===== config.mk =====
export PLATFORM = sky130hd
export DESIGN_NAME = char_lcd_i2c_expander_sequencer_unit
export DESIGN_NICKNAME = d
export VERILOG_FILES = /design/src/lcdseq_pkg.sv /design/src/lcdseq_emit.sv /design/src/char_lcd_i2c_expander_sequencer_unit.sv
export SDC_FILE = /design/constraint.sdc
export NUM_CORES = 1
export LEC_CHECK = 0
export ABC_AREA = 1
export BUFFER_PORTS_ARGS = -buffer_cell sky130_fd_sc_hd__buf_4
export CAP_MARGIN = 40
export CORE_ASPECT_RATIO = 1.4
export CORE_UTILIZATION = 45
export CTS_CLUSTER_DIAMETER = 150
export DETAILED_ROUTE_END_ITERATION = 12
export PLACE_DENSITY = 0.8
export SLEW_MARGIN = 10
export SYNTH_ARGS = -nofsm -noshare
export SYNTH_HDL_FRONTEND = slang
export SYNTH_SLANG_ARGS = --single-unit

===== constraint.sdc =====
create_clock -name clock -period 2.9 [get_ports clock]
set_input_delay 0.435 -clock clock [delete_from_list [all_inputs] [get_ports clock]]
set_output_delay 0.435 -clock clock [all_outputs]
set_load 0.005 [all_outputs]

===== src/lcdseq_pkg.sv =====
package lcdseq_pkg;

   typedef enum logic [2:0] {
      MODE_INIT      = 3'd0,
      MODE_CLEAR     = 3'd1,
      MODE_HOME      = 3'd2,
      MODE_CURSOR    = 3'd3,
      MODE_CHAR      = 3'd4,
      MODE_BACKLIGHT = 3'd5,
      MODE_PROBE     = 3'd6,
      MODE_RESPONSE  = 3'd7
   } mode_type;

   typedef enum logic [1:0] {
      ST_OK      = 2'd0,
      ST_NOINIT  = 2'd1,
      ST_NOACK   = 2'd2,
      ST_INVALID = 2'd3
   } status_type;

   localparam logic [2:0] REG_DEVICE_ADDRESS = 3'd0;
   localparam logic [2:0] REG_DATA_SHIFT     = 3'd1;
   localparam logic [2:0] REG_RS_PIN         = 3'd2;
   localparam logic [2:0] REG_EN_PIN         = 3'd3;
   localparam logic [2:0] REG_BL_PIN         = 3'd4;

   localparam int CSR_INDEX_W = 3;
   localparam int CSR_DATA_W  = 7;

   localparam logic [7:0] CMD_CLEAR   = 8'h01;
   localparam logic [7:0] CMD_HOME    = 8'h02;
   localparam logic [7:0] CMD_DDRAM   = 8'h80;
   localparam logic [6:0] ROW1_OFFSET = 7'h40;

   localparam logic [4:0] INIT_WRITES = 5'd24;
   localparam logic [4:0] BYTE_WRITES = 5'd4;
   localparam logic [4:0] ONE_WRITE   = 5'd1;

   localparam logic [14:0] WAIT_POWER_US  = 15'd20000;
   localparam logic [14:0] WAIT_STROBE_US = 15'd2;
   localparam logic [14:0] WAIT_FIRST_US  = 15'd5002;
   localparam logic [14:0] WAIT_NIBBLE_US = 15'd152;
   localparam logic [14:0] WAIT_LONG_US   = 15'd2000;
   localparam logic [14:0] WAIT_SHORT_US  = 15'd40;

   localparam logic [3:0] INIT_NIBBLES [4] = '{4'h3, 4'h3, 4'h3, 4'h2};
   localparam logic [7:0] INIT_BYTES   [4] = '{8'h28, 8'h0C, 8'h01, 8'h06};

   typedef struct packed {
      mode_type   mode;
      logic [7:0] row;
      logic [7:0] col;
      logic [7:0] char_code;
      logic [7:0] backlight_on;
      logic [7:0] probe_address;
      logic       nack;
   } req_type;

   typedef struct packed {
      logic        is_write;
      logic [7:0]  address_byte;
      logic        has_data;
      logic [7:0]  expander_byte;
      logic [14:0] wait_before_us;
      status_type  status;
      logic        ready_flag;
   } rsp_type;

   typedef struct packed {
      logic [2:0] data_shift;
      logic [2:0] rs_pin;
      logic [2:0] en_pin;
      logic [2:0] bl_pin;
   } pin_cfg_type;

   typedef struct packed {
      mode_type   op;
      logic [4:0] idx;
      logic [7:0] latched;
      logic       rs;
      logic       pending;
      logic       backlight;
   } emit_ctl_type;

   function automatic logic [7:0] pin_mask(input logic [2:0] p);
      return 8'b1 << p;
   endfunction

   function automatic logic [14:0] byte_delay(input logic [7:0] b);
      return (b == CMD_CLEAR || b == CMD_HOME) ? WAIT_LONG_US : WAIT_SHORT_US;
   endfunction

endpackage


===== src/lcdseq_emit.sv =====
module lcdseq_emit (
   input  lcdseq_pkg::emit_ctl_type ctl,
   input  lcdseq_pkg::pin_cfg_type  pins,
   output logic [7:0]               exp_byte,
   output logic [14:0]              wait_us
);
   import lcdseq_pkg::*;

   logic [4:0] rel;
   logic [7:0] init_by;
   logic [7:0] prev_by;
   logic [3:0] nib;
   logic       rs;
   logic       en_high;
   logic [7:0] pins_v;
   logic [7:0] data_bits;

   assign rel     = ctl.idx - 5'd8;
   assign init_by = INIT_BYTES[rel[3:2]];
   assign prev_by = INIT_BYTES[rel[3:2] - 2'd1];

   always_comb begin
      case (ctl.op)
         MODE_INIT: begin
            rs = 1'b0;
            if (ctl.idx < 5'd8) begin
               nib     = INIT_NIBBLES[ctl.idx[2:1]];
               en_high = !ctl.idx[0];
            end else begin
               nib     = rel[1] ? init_by[3:0] : init_by[7:4];
               en_high = !rel[0];
            end
         end
         default: begin
            rs      = ctl.rs;
            nib     = ctl.idx[1] ? ctl.latched[3:0] : ctl.latched[7:4];
            en_high = !ctl.idx[0];
         end
      endcase
   end

   always_comb begin
      data_bits = {4'b0, nib} << pins.data_shift;
      pins_v    = (ctl.backlight ? pin_mask(pins.bl_pin) : 8'h00)
                | (rs ? pin_mask(pins.rs_pin) : 8'h00)
                | data_bits;
      case (ctl.op)
         MODE_BACKLIGHT: exp_byte = ctl.pending ? pin_mask(pins.bl_pin) : 8'h00;
         default: begin
            if (en_high) begin
               exp_byte = pins_v | pin_mask(pins.en_pin);
            end else begin
               exp_byte = pins_v & ~pin_mask(pins.en_pin);
            end
         end
      endcase
   end

   always_comb begin
      case (ctl.op)
         MODE_INIT: begin
            if (ctl.idx == 5'd0) begin
               wait_us = WAIT_POWER_US;
            end else if (ctl.idx[0]) begin
               wait_us = WAIT_STROBE_US;
            end else if (ctl.idx == 5'd2) begin
               wait_us = WAIT_FIRST_US;
            end else if (ctl.idx <= 5'd8) begin
               wait_us = WAIT_NIBBLE_US;
            end else if (rel[1:0] != 2'd0) begin
               wait_us = WAIT_STROBE_US;
            end else begin
               wait_us = WAIT_STROBE_US + byte_delay(prev_by);
            end
         end
         MODE_CLEAR, MODE_HOME, MODE_CURSOR, MODE_CHAR: begin
            if (ctl.idx == 5'd0) begin
               wait_us = '0;
            end else if (ctl.idx < 5'd4) begin
               wait_us = WAIT_STROBE_US;
            end else begin
               wait_us = WAIT_STROBE_US + byte_delay(ctl.latched);
            end
         end
         default: wait_us = '0;
      endcase
   end

endmodule


===== src/char_lcd_i2c_expander_sequencer_unit.sv =====
// Character display sequencer for a 4-bit display controller behind an
// 8-bit bus port expander.
// Request channel (req_valid / req_stall / req_payload): a display command
// (init, clear, home, cursor, char, backlight, probe) or a bus response
// for the last write handed out. A command produces the first bus write of
// its sequence or an immediate completion; each acknowledged response
// produces the next write, and the last one a completion. A NACK ends the
// sequence with a no-ack completion.
// Response channel (rsp_valid / rsp_stall / rsp_payload): one write or
// completion per request that causes one, in order.
// The response is registered: valid in the cycle after its request is taken.
// Throughput: one request per cycle while req_stall is low; the decision is
// a single pass of logic between the request edge and the response register.
// When the receiver stalls, the response register holds and req_stall is
// raised only while a held response is still waiting.
// Reset (synchronous, active high) clears the sequencer, empties the
// response register and restores the pin map: data on bits 7..4, register
// select on bit 0, enable on bit 2, backlight on bit 3, no device address.
// Only write the csr port while the block is idle; it does not enforce this.
module char_lcd_i2c_expander_sequencer_unit #(
   parameter int MAX_COLUMN = 39
) (
   input  logic                                    clock,
   input  logic                                    reset,
   input  logic                                    req_valid,
   output logic                                    req_stall,
   input  lcdseq_pkg::req_type                     req_payload,
   output logic                                    rsp_valid,
   input  logic                                    rsp_stall,
   output lcdseq_pkg::rsp_type                     rsp_payload,
   input  logic                                    csr_write_enable,
   input  logic [lcdseq_pkg::CSR_INDEX_W-1:0]      csr_index,
   input  logic [lcdseq_pkg::CSR_DATA_W-1:0]       csr_data
);
   import lcdseq_pkg::*;

   logic [6:0]   dev_addr_ff;
   pin_cfg_type  pins_ff;

   logic         busy_ff, busy_in;
   logic         ready_ff, ready_in;
   status_type   last_status_ff, last_status_in;
   logic         backlight_ff, backlight_in;
   logic         pending_ff, pending_in;
   mode_type     current_op_ff, current_op_in;
   logic [4:0]   step_ff, step_in;
   logic [7:0]   latched_ff, latched_in;
   logic         rs_ff, rs_in;

   logic         rsp_valid_ff, rsp_valid_in;
   rsp_type      rsp_ff, rsp_in;

   emit_ctl_type ctl;
   logic [7:0]   emit_byte;
   logic [14:0]  emit_wait;
   logic [7:0]   cmd_byte;
   logic [6:0]   cursor_addr;
   logic [4:0]   step_next;
   logic [4:0]   total;
   logic         take;
   logic         has_result;
   logic         do_emit;
   logic         not_ready;
   status_type   gate_status;

   assign req_stall   = rsp_valid_ff && rsp_stall;
   assign take        = req_valid && !req_stall;
   assign rsp_valid   = rsp_valid_ff;
   assign rsp_payload = rsp_ff;

   assign step_next   = step_ff + 5'd1;
   assign cursor_addr = ((req_payload.row != 8'd0) ? ROW1_OFFSET : 7'h00)
                      + req_payload.col[6:0];

   always_comb begin
      case (req_payload.mode)
         MODE_CLEAR:  cmd_byte = CMD_CLEAR;
         MODE_HOME:   cmd_byte = CMD_HOME;
         MODE_CURSOR: cmd_byte = CMD_DDRAM | {1'b0, cursor_addr};
         MODE_CHAR:   cmd_byte = req_payload.char_code;
         default:     cmd_byte = latched_ff;
      endcase
   end

   always_comb begin
      case (current_op_ff)
         MODE_INIT:                                     total = INIT_WRITES;
         MODE_CLEAR, MODE_HOME, MODE_CURSOR, MODE_CHAR: total = BYTE_WRITES;
         default:                                       total = ONE_WRITE;
      endcase
   end

   always_comb begin
      ctl.backlight = backlight_ff;
      if (req_payload.mode == MODE_RESPONSE) begin
         ctl.op      = current_op_ff;
         ctl.idx     = step_next;
         ctl.latched = latched_ff;
         ctl.rs      = rs_ff;
         ctl.pending = pending_ff;
      end else begin
         ctl.op      = req_payload.mode;
         ctl.idx     = 5'd0;
         ctl.latched = cmd_byte;
         ctl.rs      = (req_payload.mode == MODE_CHAR);
         ctl.pending = req_payload.backlight_on[0];
      end
   end

   lcdseq_emit u_emit (
      .ctl      (ctl),
      .pins     (pins_ff),
      .exp_byte (emit_byte),
      .wait_us  (emit_wait)
   );

   always_comb begin
      not_ready = !ready_ff;
      if (last_status_ff == ST_NOACK || last_status_ff == ST_INVALID) begin
         gate_status = last_status_ff;
      end else begin
         gate_status = ST_NOINIT;
      end
   end

   always_comb begin
      busy_in        = busy_ff;
      ready_in       = ready_ff;
      last_status_in = last_status_ff;
      backlight_in   = backlight_ff;
      pending_in     = pending_ff;
      current_op_in  = current_op_ff;
      step_in        = step_ff;
      latched_in     = latched_ff;
      rs_in          = rs_ff;
      has_result     = 1'b0;
      do_emit        = 1'b0;
      rsp_in         = '0;
      rsp_in.status  = ST_OK;

      if (req_payload.mode == MODE_RESPONSE) begin
         if (busy_ff) begin
            has_result = 1'b1;
            if (req_payload.nack) begin
               if (current_op_ff != MODE_PROBE) begin
                  ready_in = 1'b0;
               end
               last_status_in = ST_NOACK;
               busy_in        = 1'b0;
               rsp_in.status  = ST_NOACK;
            end else begin
               last_status_in = ST_OK;
               step_in        = step_next;
               if (step_next >= total) begin
                  if (current_op_ff == MODE_INIT) begin
                     ready_in = 1'b1;
                  end
                  if (current_op_ff == MODE_BACKLIGHT) begin
                     backlight_in = pending_ff;
                  end
                  busy_in               = 1'b0;
                  rsp_in.wait_before_us = emit_wait;
               end else begin
                  do_emit = 1'b1;
               end
            end
         end
      end else if (!busy_ff) begin
         has_result = 1'b1;
         case (req_payload.mode)
            MODE_INIT: begin
               if (dev_addr_ff == 7'd0) begin
                  last_status_in = ST_NOINIT;
                  rsp_in.status  = ST_NOINIT;
               end else begin
                  ready_in       = 1'b0;
                  last_status_in = ST_OK;
                  current_op_in  = MODE_INIT;
                  step_in        = 5'd0;
                  do_emit        = 1'b1;
               end
            end
            MODE_PROBE: begin
               if (req_payload.probe_address == 8'd0 || req_payload.probe_address[7]) begin
                  last_status_in = ST_INVALID;
                  rsp_in.status  = ST_INVALID;
               end else begin
                  current_op_in       = MODE_PROBE;
                  step_in             = 5'd0;
                  busy_in             = 1'b1;
                  rsp_in.is_write     = 1'b1;
                  rsp_in.address_byte = {req_payload.probe_address[6:0], 1'b0};
               end
            end
            default: begin
               if (not_ready) begin
                  last_status_in = gate_status;
                  rsp_in.status  = gate_status;
               end else if ((req_payload.mode == MODE_CURSOR)
                            && (req_payload.row > 8'd1
                                || req_payload.col > 8'(MAX_COLUMN))) begin
                  last_status_in = ST_INVALID;
                  rsp_in.status  = ST_INVALID;
               end else if ((req_payload.mode == MODE_BACKLIGHT)
                            && req_payload.backlight_on > 8'd1) begin
                  last_status_in = ST_INVALID;
                  rsp_in.status  = ST_INVALID;
               end else if (req_payload.mode == MODE_BACKLIGHT) begin
                  current_op_in = MODE_BACKLIGHT;
                  step_in       = 5'd0;
                  pending_in    = req_payload.backlight_on[0];
                  do_emit       = 1'b1;
               end else begin
                  current_op_in = req_payload.mode;
                  step_in       = 5'd0;
                  latched_in    = cmd_byte;
                  rs_in         = (req_payload.mode == MODE_CHAR);
                  do_emit       = 1'b1;
               end
            end
         endcase
      end

      if (do_emit) begin
         rsp_in.wait_before_us = emit_wait;
         if (dev_addr_ff == 7'd0) begin
            last_status_in = ST_NOINIT;
            busy_in        = 1'b0;
            rsp_in.status  = ST_NOINIT;
         end else begin
            busy_in              = 1'b1;
            rsp_in.is_write      = 1'b1;
            rsp_in.address_byte  = {dev_addr_ff, 1'b0};
            rsp_in.has_data      = 1'b1;
            rsp_in.expander_byte = emit_byte;
         end
      end
      rsp_in.ready_flag = ready_in;

      if (take) begin
         rsp_valid_in = has_result;
      end else if (rsp_valid_ff && !rsp_stall) begin
         rsp_valid_in = 1'b0;
      end else begin
         rsp_valid_in = rsp_valid_ff;
      end
   end

   always_ff @(posedge clock) begin
      if (reset) begin
         busy_ff        <= 1'b0;
         ready_ff       <= 1'b0;
         last_status_ff <= ST_OK;
         backlight_ff   <= 1'b1;
         pending_ff     <= 1'b0;
         current_op_ff  <= MODE_INIT;
         step_ff        <= 5'd0;
         latched_ff     <= 8'd0;
         rs_ff          <= 1'b0;
         rsp_valid_ff   <= 1'b0;
      end else begin
         rsp_valid_ff <= rsp_valid_in;
         if (take) begin
            busy_ff        <= busy_in;
            ready_ff       <= ready_in;
            last_status_ff <= last_status_in;
            backlight_ff   <= backlight_in;
            pending_ff     <= pending_in;
            current_op_ff  <= current_op_in;
            step_ff        <= step_in;
            latched_ff     <= latched_in;
            rs_ff          <= rs_in;
         end
      end
   end

   always_ff @(posedge clock) begin
      if (take && has_result) begin
         rsp_ff <= rsp_in;
      end
   end

   always_ff @(posedge clock) begin
      if (reset) begin
         dev_addr_ff        <= 7'd0;
         pins_ff.data_shift <= 3'd4;
         pins_ff.rs_pin     <= 3'd0;
         pins_ff.en_pin     <= 3'd2;
         pins_ff.bl_pin     <= 3'd3;
      end else if (csr_write_enable) begin
         case (csr_index)
            REG_DEVICE_ADDRESS: dev_addr_ff        <= csr_data;
            REG_DATA_SHIFT:     pins_ff.data_shift <= csr_data[2:0];
            REG_RS_PIN:         pins_ff.rs_pin     <= csr_data[2:0];
            REG_EN_PIN:         pins_ff.en_pin     <= csr_data[2:0];
            REG_BL_PIN:         pins_ff.bl_pin     <= csr_data[2:0];
            default: ;
         endcase
      end
   end

endmodule


After elaboration in Yosys (flattened, before gate mapping)
Cells that the tools add are included.
{"block": "word_totals", "wordCells": 251, "register_bits": 79}
{"block": "op_classes", "shifts": 4, "n_lt_le_gt_ge": 10, "n_mux": 112, "add_sub_neg": 6, "n_bitwise": 16, "reduce_logical": 41, "eq_ne": 40}
{"cell": "$mux 15", "count": 10}
{"cell": "$mux 8", "count": 9}
{"cell": "$mux 5", "count": 9}
{"cell": "$mux 18", "count": 2}
{"cell": "$mux 2", "count": 18}
{"cell": "$mux 9", "count": 4}
{"cell": "$mux 35", "count": 1}
{"cell": "$bmux 8 s2", "count": 2}
{"cell": "$mux 1", "count": 32}
{"cell": "$pmux 8 s4", "count": 1}
{"cell": "$add 2x15->15 const A", "count": 2}
{"cell": "$pmux 15 s2", "count": 1}
{"cell": "$eq 3x3->1 const B", "count": 9}
{"cell": "$eq 3x2->1 const B", "count": 8}
{"cell": "$mux 4", "count": 6}
{"cell": "$or 8x8->8", "count": 3}
{"cell": "$reduce_and 8->1", "count": 3}
{"cell": "$shl 1x3->8 const A", "count": 3}
{"cell": "$mux 11", "count": 2}
{"cell": "$pmux 5 s2", "count": 2}
{"cell": "$mux 3", "count": 6}
{"cell": "$mux 17", "count": 1}
{"cell": "$eq 8x1->1 const B", "count": 2}
{"cell": "$eq 8x2->1 const B", "count": 2}
{"cell": "45 further kinds", "count": 91}

Logic depth before layout (Yosys ltp)
{"block": "logic_depth", "ltp_word": 27, "ltp_mapped": 18}

Hierarchy
Synthesis repeated with hierarchy kept, for this count alone.
{"block": "hier_totals", "hier_cells": 747, "hier_area_um2": 5096.1}
{"module": "char_lcd_i2c_expander_sequencer_unit", "cells_each": 512, "area_per_inst_um2": 3961.3, "n_inst": 1}
{"module": "lcdseq_emit", "cells_each": 235, "area_per_inst_um2": 1134.8, "n_inst": 1}

Worst setup path after synthesis
Ideal clock, no wire load.
{"block": "synth_path", "path_type": "input to register", "start": "in req_payload[43] (netlist bit)", "end": "reg rsp_ff, in the netlist rsp_payload[0] (enable)", "slack_ns": -0.086, "path_buffers": 1, "setup_ns": 0.420, "stages": 6, "arrival_ns": 2.566, "cell_sequence": "buf_2 > nand2_4 > nor2_8 > inv_4 > ha_1 > nor2_1"}
{"block": "synth_between", "elab_chain_cells": 3}
{"element": "start: declaration", "line_no": "char_lcd_i2c_expander_sequencer_unit.sv:27", "rtl": "input lcdseq_pkg::req_type req_payload,"}
{"element": "$eq 3x3->1", "line_no": "char_lcd_i2c_expander_sequencer_unit.sv:141", "rtl": "if (req_payload.mode == MODE_RESPONSE) begin"}
{"element": "$mux 1", "line_no": "char_lcd_i2c_expander_sequencer_unit.sv:141"}
{"element": "$logic_and 1x1->1", "line_no": "char_lcd_i2c_expander_sequencer_unit.sv:278", "rtl": "if (take && has_result) begin"}
{"element": "end signal: assignment", "line_no": "char_lcd_i2c_expander_sequencer_unit.sv:279", "rtl": "rsp_ff <= rsp_in;"}
{"element": "end: declaration", "line_no": "char_lcd_i2c_expander_sequencer_unit.sv:51", "rtl": "rsp_type rsp_ff, rsp_in;"}
Every way passes these cells.
A chain may end at the register's enable or synchronous reset.

Worst setup path in the final report
{"block": "layout_path", "start": "reg step_ff[0]", "end": "reg rsp_ff, in the netlist rsp_payload[23] (data pin)"}
{"block": "layout_between", "elab_chain_cells": 15, "word_cells_on_any_way": 33, "cone_classes": "add/sub (2); order compare (2); shift (1); mux (19); bitwise (6); reduce/logical (3)"}
{"element": "start: declaration", "line_no": "char_lcd_i2c_expander_sequencer_unit.sv:46", "rtl": "logic [4:0] step_ff, step_in;"}
{"element": "start signal: assignment", "line_no": "char_lcd_i2c_expander_sequencer_unit.sv:270", "rtl": "step_ff <= step_in;"}
{"element": "$add 5x1->5 (*)", "line_no": "char_lcd_i2c_expander_sequencer_unit.sv:71", "rtl": "assign step_next = step_ff + 5'd1;"}
{"element": "$mux 18", "line_no": "char_lcd_i2c_expander_sequencer_unit.sv:95", "rtl": "if (req_payload.mode == MODE_RESPONSE) begin"}
{"element": "$sub 4x4->4", "line_no": "lcdseq_emit.sv:18", "rtl": "assign rel = ctl.idx - 5'd8;"}
{"element": "$not 2->3 (not written as such)", "line_no": "lcdseq_emit.sv:19", "rtl": "assign init_by = INIT_BYTES[rel[3:2]];"}
{"element": "$bmux 8 s2", "line_no": "lcdseq_emit.sv:19"}
{"element": "$mux 8 (not written as such) (2 in a row)", "line_no": "lcdseq_emit.sv:19"}
{"element": "$mux 4", "line_no": "lcdseq_emit.sv:30", "rtl": "nib = rel[1] ? init_by[3:0] : init_by[7:4];"}
{"element": "$mux 4", "line_no": "lcdseq_emit.sv:26", "rtl": "if (ctl.idx < 5'd8) begin"}
{"element": "$mux 4", "line_no": "lcdseq_emit.sv:23", "rtl": "case (ctl.op)"}
{"element": "$shl 4x3->8", "line_no": "lcdseq_emit.sv:43", "rtl": "data_bits = {4'b0, nib} << pins.data_shift;"}
{"element": "$or 8x8->8", "line_no": "lcdseq_emit.sv:46", "rtl": "| data_bits;"}
{"element": "$and 8x8->8 or $or 8x8->8 (tied branches)", "line_no": "lcdseq_emit.sv:53, lcdseq_emit.sv:51"}
{"element": "$mux 8", "line_no": "lcdseq_emit.sv:50", "rtl": "if (en_high) begin"}
{"element": "$mux 8", "line_no": "lcdseq_emit.sv:47", "rtl": "case (ctl.op)"}
Every way passes the cells marked *; elsewhere a longest branch is shown, timed or not. The select of a mux whose other input is x is not followed.

==> reports/results.tsv <==
stage	metric	value	unit
global_routing	grt total ovfl	0	
power_and_ir_drop	static leakage	0.00261	uW
synth	adder-cell share of the synthesized area	0.0215	
clock_network	Max H-tree Level	3	
worst_hold_path	hold-critical path depth	3	
finish	ant diodes	0	
finish	area grow syn2layout	24.2	%
drt	DRT iter0 DRCs	363	
clock_network	Post-CTS Hold Buffers	0	
timing	Final Max Tran Viols	0	
synth	Post-Syn Area per Cell	7.04	sq um
floorplan	full die area	10800	sq um
timing	f_max	382	MHz
floorplan	die width	88.0	microns
run_status	status	complete, no violations	
timing	TNS Setup	0	ps
finish	Multi-input gate area	2390	sq um
floorplan	Core Region	10000	sq um
synth	post-synth top area cell	edfxtp_1	
synth	count leader, synth	nand2_1	
placed_design	GP Congestion	0.917	
synth	post-synthesis cell type count	50	
synth	Async SR Flop Fraction	0	
finish	layout cells sized above 1	0.189	
worst_setup_path	crit path launch type	flip-flop	
worst_setup_path	Worst Path Arrival	2800	ps
drt	DR vias	4758	
worst_setup_path	Worst Reg-to-Reg Cells	10	
worst_setup_path	WP data required	3090	ps
drt	Routed WL	12.5	mm
worst_setup_path	Setup crit end kind	flip-flop	
synth	top-area cell type share of the netlist area	0.200	
worst_setup_path	worst reg2reg path startpoint	step_ff[0]$_SDFFE_PP0P_	
clock_network	post-CTS setup buffer count	0	
synth	Syn Std Cell Area	4660	sq um
drt	DRC violations left	0	
timing	RSZ-0062 raised after global routing	no	
finish	FF+latch area	1790	sq um
worst_setup_path	critical path class	reg -> reg	
global_routing	initial antenna violation count	0	
synth	Seq/Total Area, Yosys	0.384	
synth	Cells after Synth	662	
worst_setup_path	CP max stage cell	dfxtp_1	
drt	first-pass iteration count of the detailed router	5	
clock_network	Num CTS Buffers	9	
timing	Worst Max-Slew Pin Slew	563	ps
placed_design	PortBufs	92	
timing	setup violators final	0	
clock_network	worst skew pair latency	340	ps
clock_network	cts repair resizes	0	
synth	top cells by area, synth	edfxtp_1, dfxtp_1, nand2_1	
drt	vias per cell	5.33	
worst_setup_path	Worst path max stage delay	450	ps
clock_network	CTS clk-pin slew, worst paths	60	ps
synth	Synth warnings	0	
global_routing	vias in the first global route	4447	
clock_network	Clock Path Buffers	2	
finish	# nets final	820	
synth	flops & latches, synth	74	
clock_network	TritonCTS clock tree	built	
synth	XOR/XNOR Fraction of Synth Area	0.0110	
timing	Final Hold Vio Count	0	
drt	Antenna Nets Post-Route	0	
worst_hold_path	Hold EP	pins_ff[11]$_SDFFE_PP1P_	
worst_setup_path	Critical Path, Cell by Cell	ha_1, xor2_1, ha_1, a21oi_1, o21bai_1, a21oi_1, inv_1, o21ai_1, nand2_2, a21oi_1	
global_routing	first-pass GRT wire length	20.6	mm
synth	ys flop type	dfxtp_1	
global_routing	pin count of the biggest net entering global routing	37	
synth	Synth Area in Compound Gates	0.174	
finish	fin util	0.579	
worst_setup_path	worst r2r dst	rsp_payload[23]$_SDFFCE_PP0P_	
placed_design	detailed placement HPWL	9.69	mm
timing	crit share post-route	0.903	
floorplan	I/O Pins	97	
job	max_cap viols	0	
floorplan	Die Ht	122	microns
clock_network	clock sinks	74	
clock_network	Root Buffer Master	clkbuf_16	
worst_setup_path	CP max FO	11	
power_and_ir_drop	Max VDD drop	301	uV
floorplan	initial core utilization	0.466	
worst_setup_path	Reg2Reg Setup Slack	280	ps
timing	Layout Skew	6.16	ps
synth	Commonest cells post-synth	nand2_1, inv_1, o21ai_0	
floorplan	row count	43	
timing	Max-slew headroom	0.624	
power_and_ir_drop	pwr dens	505	nW/um^2
synth	EDFF count, synth	31	
synth	combinational family with the most area after synthesis	simple AND/OR/NAND/NOR gates	
finish	Fillers	980	
global_routing	GRT Overall Usage	0.249	
timing	clock period minus worst slack	2620	ps
synth	Post-Synth Simple-Gate Area	0.302	
worst_hold_path	hold crit path type	in -> reg	
drt	routed len/inst	14.0	microns
worst_hold_path	Hold Crit Start	csr_data[2]	
worst_setup_path	Critical Path Most Common Cell	a21oi_1	
synth	mux share of post-synthesis cell area	0	
## critical path: cells and delay by family (launching register included)
family / cells / cell delay (ps)
DFF: 1 / 450
buffers and inverters: 1 / 80
AOI/OAI and AO/OA: 5 / 880
xor gates and xnor gates: 1 / 280
adders and majority gates: 2 / 520
and+or+nand+nor: 1 / 250
## cells by family after synthesis
| kind of cell | after synthesis |
|---|---|
| xor+xnor | 5 |
| compound gates | 146 |
| flops | 74 |
| simple gates | 304 |
| fa+ha+maj | 8 |
| buf+inv | 124 |
| other cells | 1 |
## worst max-delay path by stage
| stage | from | to | slack, ps | cells past startpoint |
|---|---|---|---|---|
| floorplan | req_payload[43] | rsp_payload[0]$_DFFE_PP_ | 420 | 6 |
| global placement | step_ff[0]$_SDFFE_PP0P_ | rsp_payload[19]$_SDFFCE_PP0P_ | 410 | 10 |
| detailed placement | step_ff[0]$_SDFFE_PP0P_ | rsp_payload[18]$_SDFFCE_PP0P_ | 250 | 10 |
| CTS | step_ff[0]$_SDFFE_PP0P_ | rsp_payload[18]$_SDFFCE_PP0P_ | 160 | 10 |
| global route | step_ff[0]$_SDFFE_PP0P_ | rsp_payload[23]$_SDFFCE_PP0P_ | 4 | 10 |
| finish | step_ff[0]$_SDFFE_PP0P_ | rsp_payload[23]$_SDFFCE_PP0P_ | 280 | 10 |
## metrics by stage
step / std cells / setup WS, ps / hold slack [ps] / power (uW) / cell area [sq um]
2_1_floorplan: 665 / 420 / 444 / 1530 / 4680
3_3_place_gp: 877 / 410 / 455 / 1730 / 5470
6_report: 893 / 281 / 327 / 2930 / 5790
5_1_grt: 893 / 3.79 / 336 / 3050 / 5790
3_5_place_dp: 877 / 253 / 463 / 1740 / 5470
4_1_cts: 893 / 159 / 326 / 2930 / 5790
## report_power, final
group	internal, uW	switching [uW]	total (uW)
Combinational	214	319	534
Clock	756	439	1190
Sequential	1160	39.5	1200
## cell usage in the layout, fill, tap and decap left out, types with 2 or more instances in the layout
cell type  count
a21oi_1       55
a21oi_2        5
a221oi_1       2
a31oi_1        3
buf_4         96
bufinv_16      2
clkbuf_16      9
clkinv_2       2
conb_1         4
dfxtp_1       43
edfxtp_1      31
ha_1           8
inv_1         99
inv_2          3
nand2_1      139
nand2_2        5
nand3_1       46
nand3_2        3
nand3b_1       3
nand4_1       18
nor2_1        50
nor2_4         3
nor2_8         2
nor3_1        25
nor4_1         3
o211ai_1       6
o21ai_0       63
o21ai_2        2
o21bai_1       2
xor2_1         3
## per-layer routing
metal,part of all wire,vias up,GRT usage
met5,0,-,0
met1,0.43,2161,0.302
met3,0.051,34,0.0397
met2,0.49,168,0.427
met4,0.033,0,0.120
li1,-,2395,-
## layout make-up
class / instances / share of cell area
inverter: 105 / 0.0687
timing repair buffer: 96 / 0.124
tap: 135 / 0.0292
clock buffer: 10 / 0.0395
clock inverter: 6 / 0.0156
multi-input combinational: 467 / 0.413
sequential: 74 / 0.309
## state kept, by name, indices dropped and copies added (netlist names)
register / cells
current_op_ff: 3
ready_ff: 1
backlight_ff: 1
dev_addr_ff: 7
rsp_valid: 1
last_status_ff: 2
busy_ff: 1
rsp_payload: 31
pending_ff: 1
step_ff: 5
rs_ff: 1
latched_ff: 8
pins_ff: 12
(Power assumes the default switching activity.)
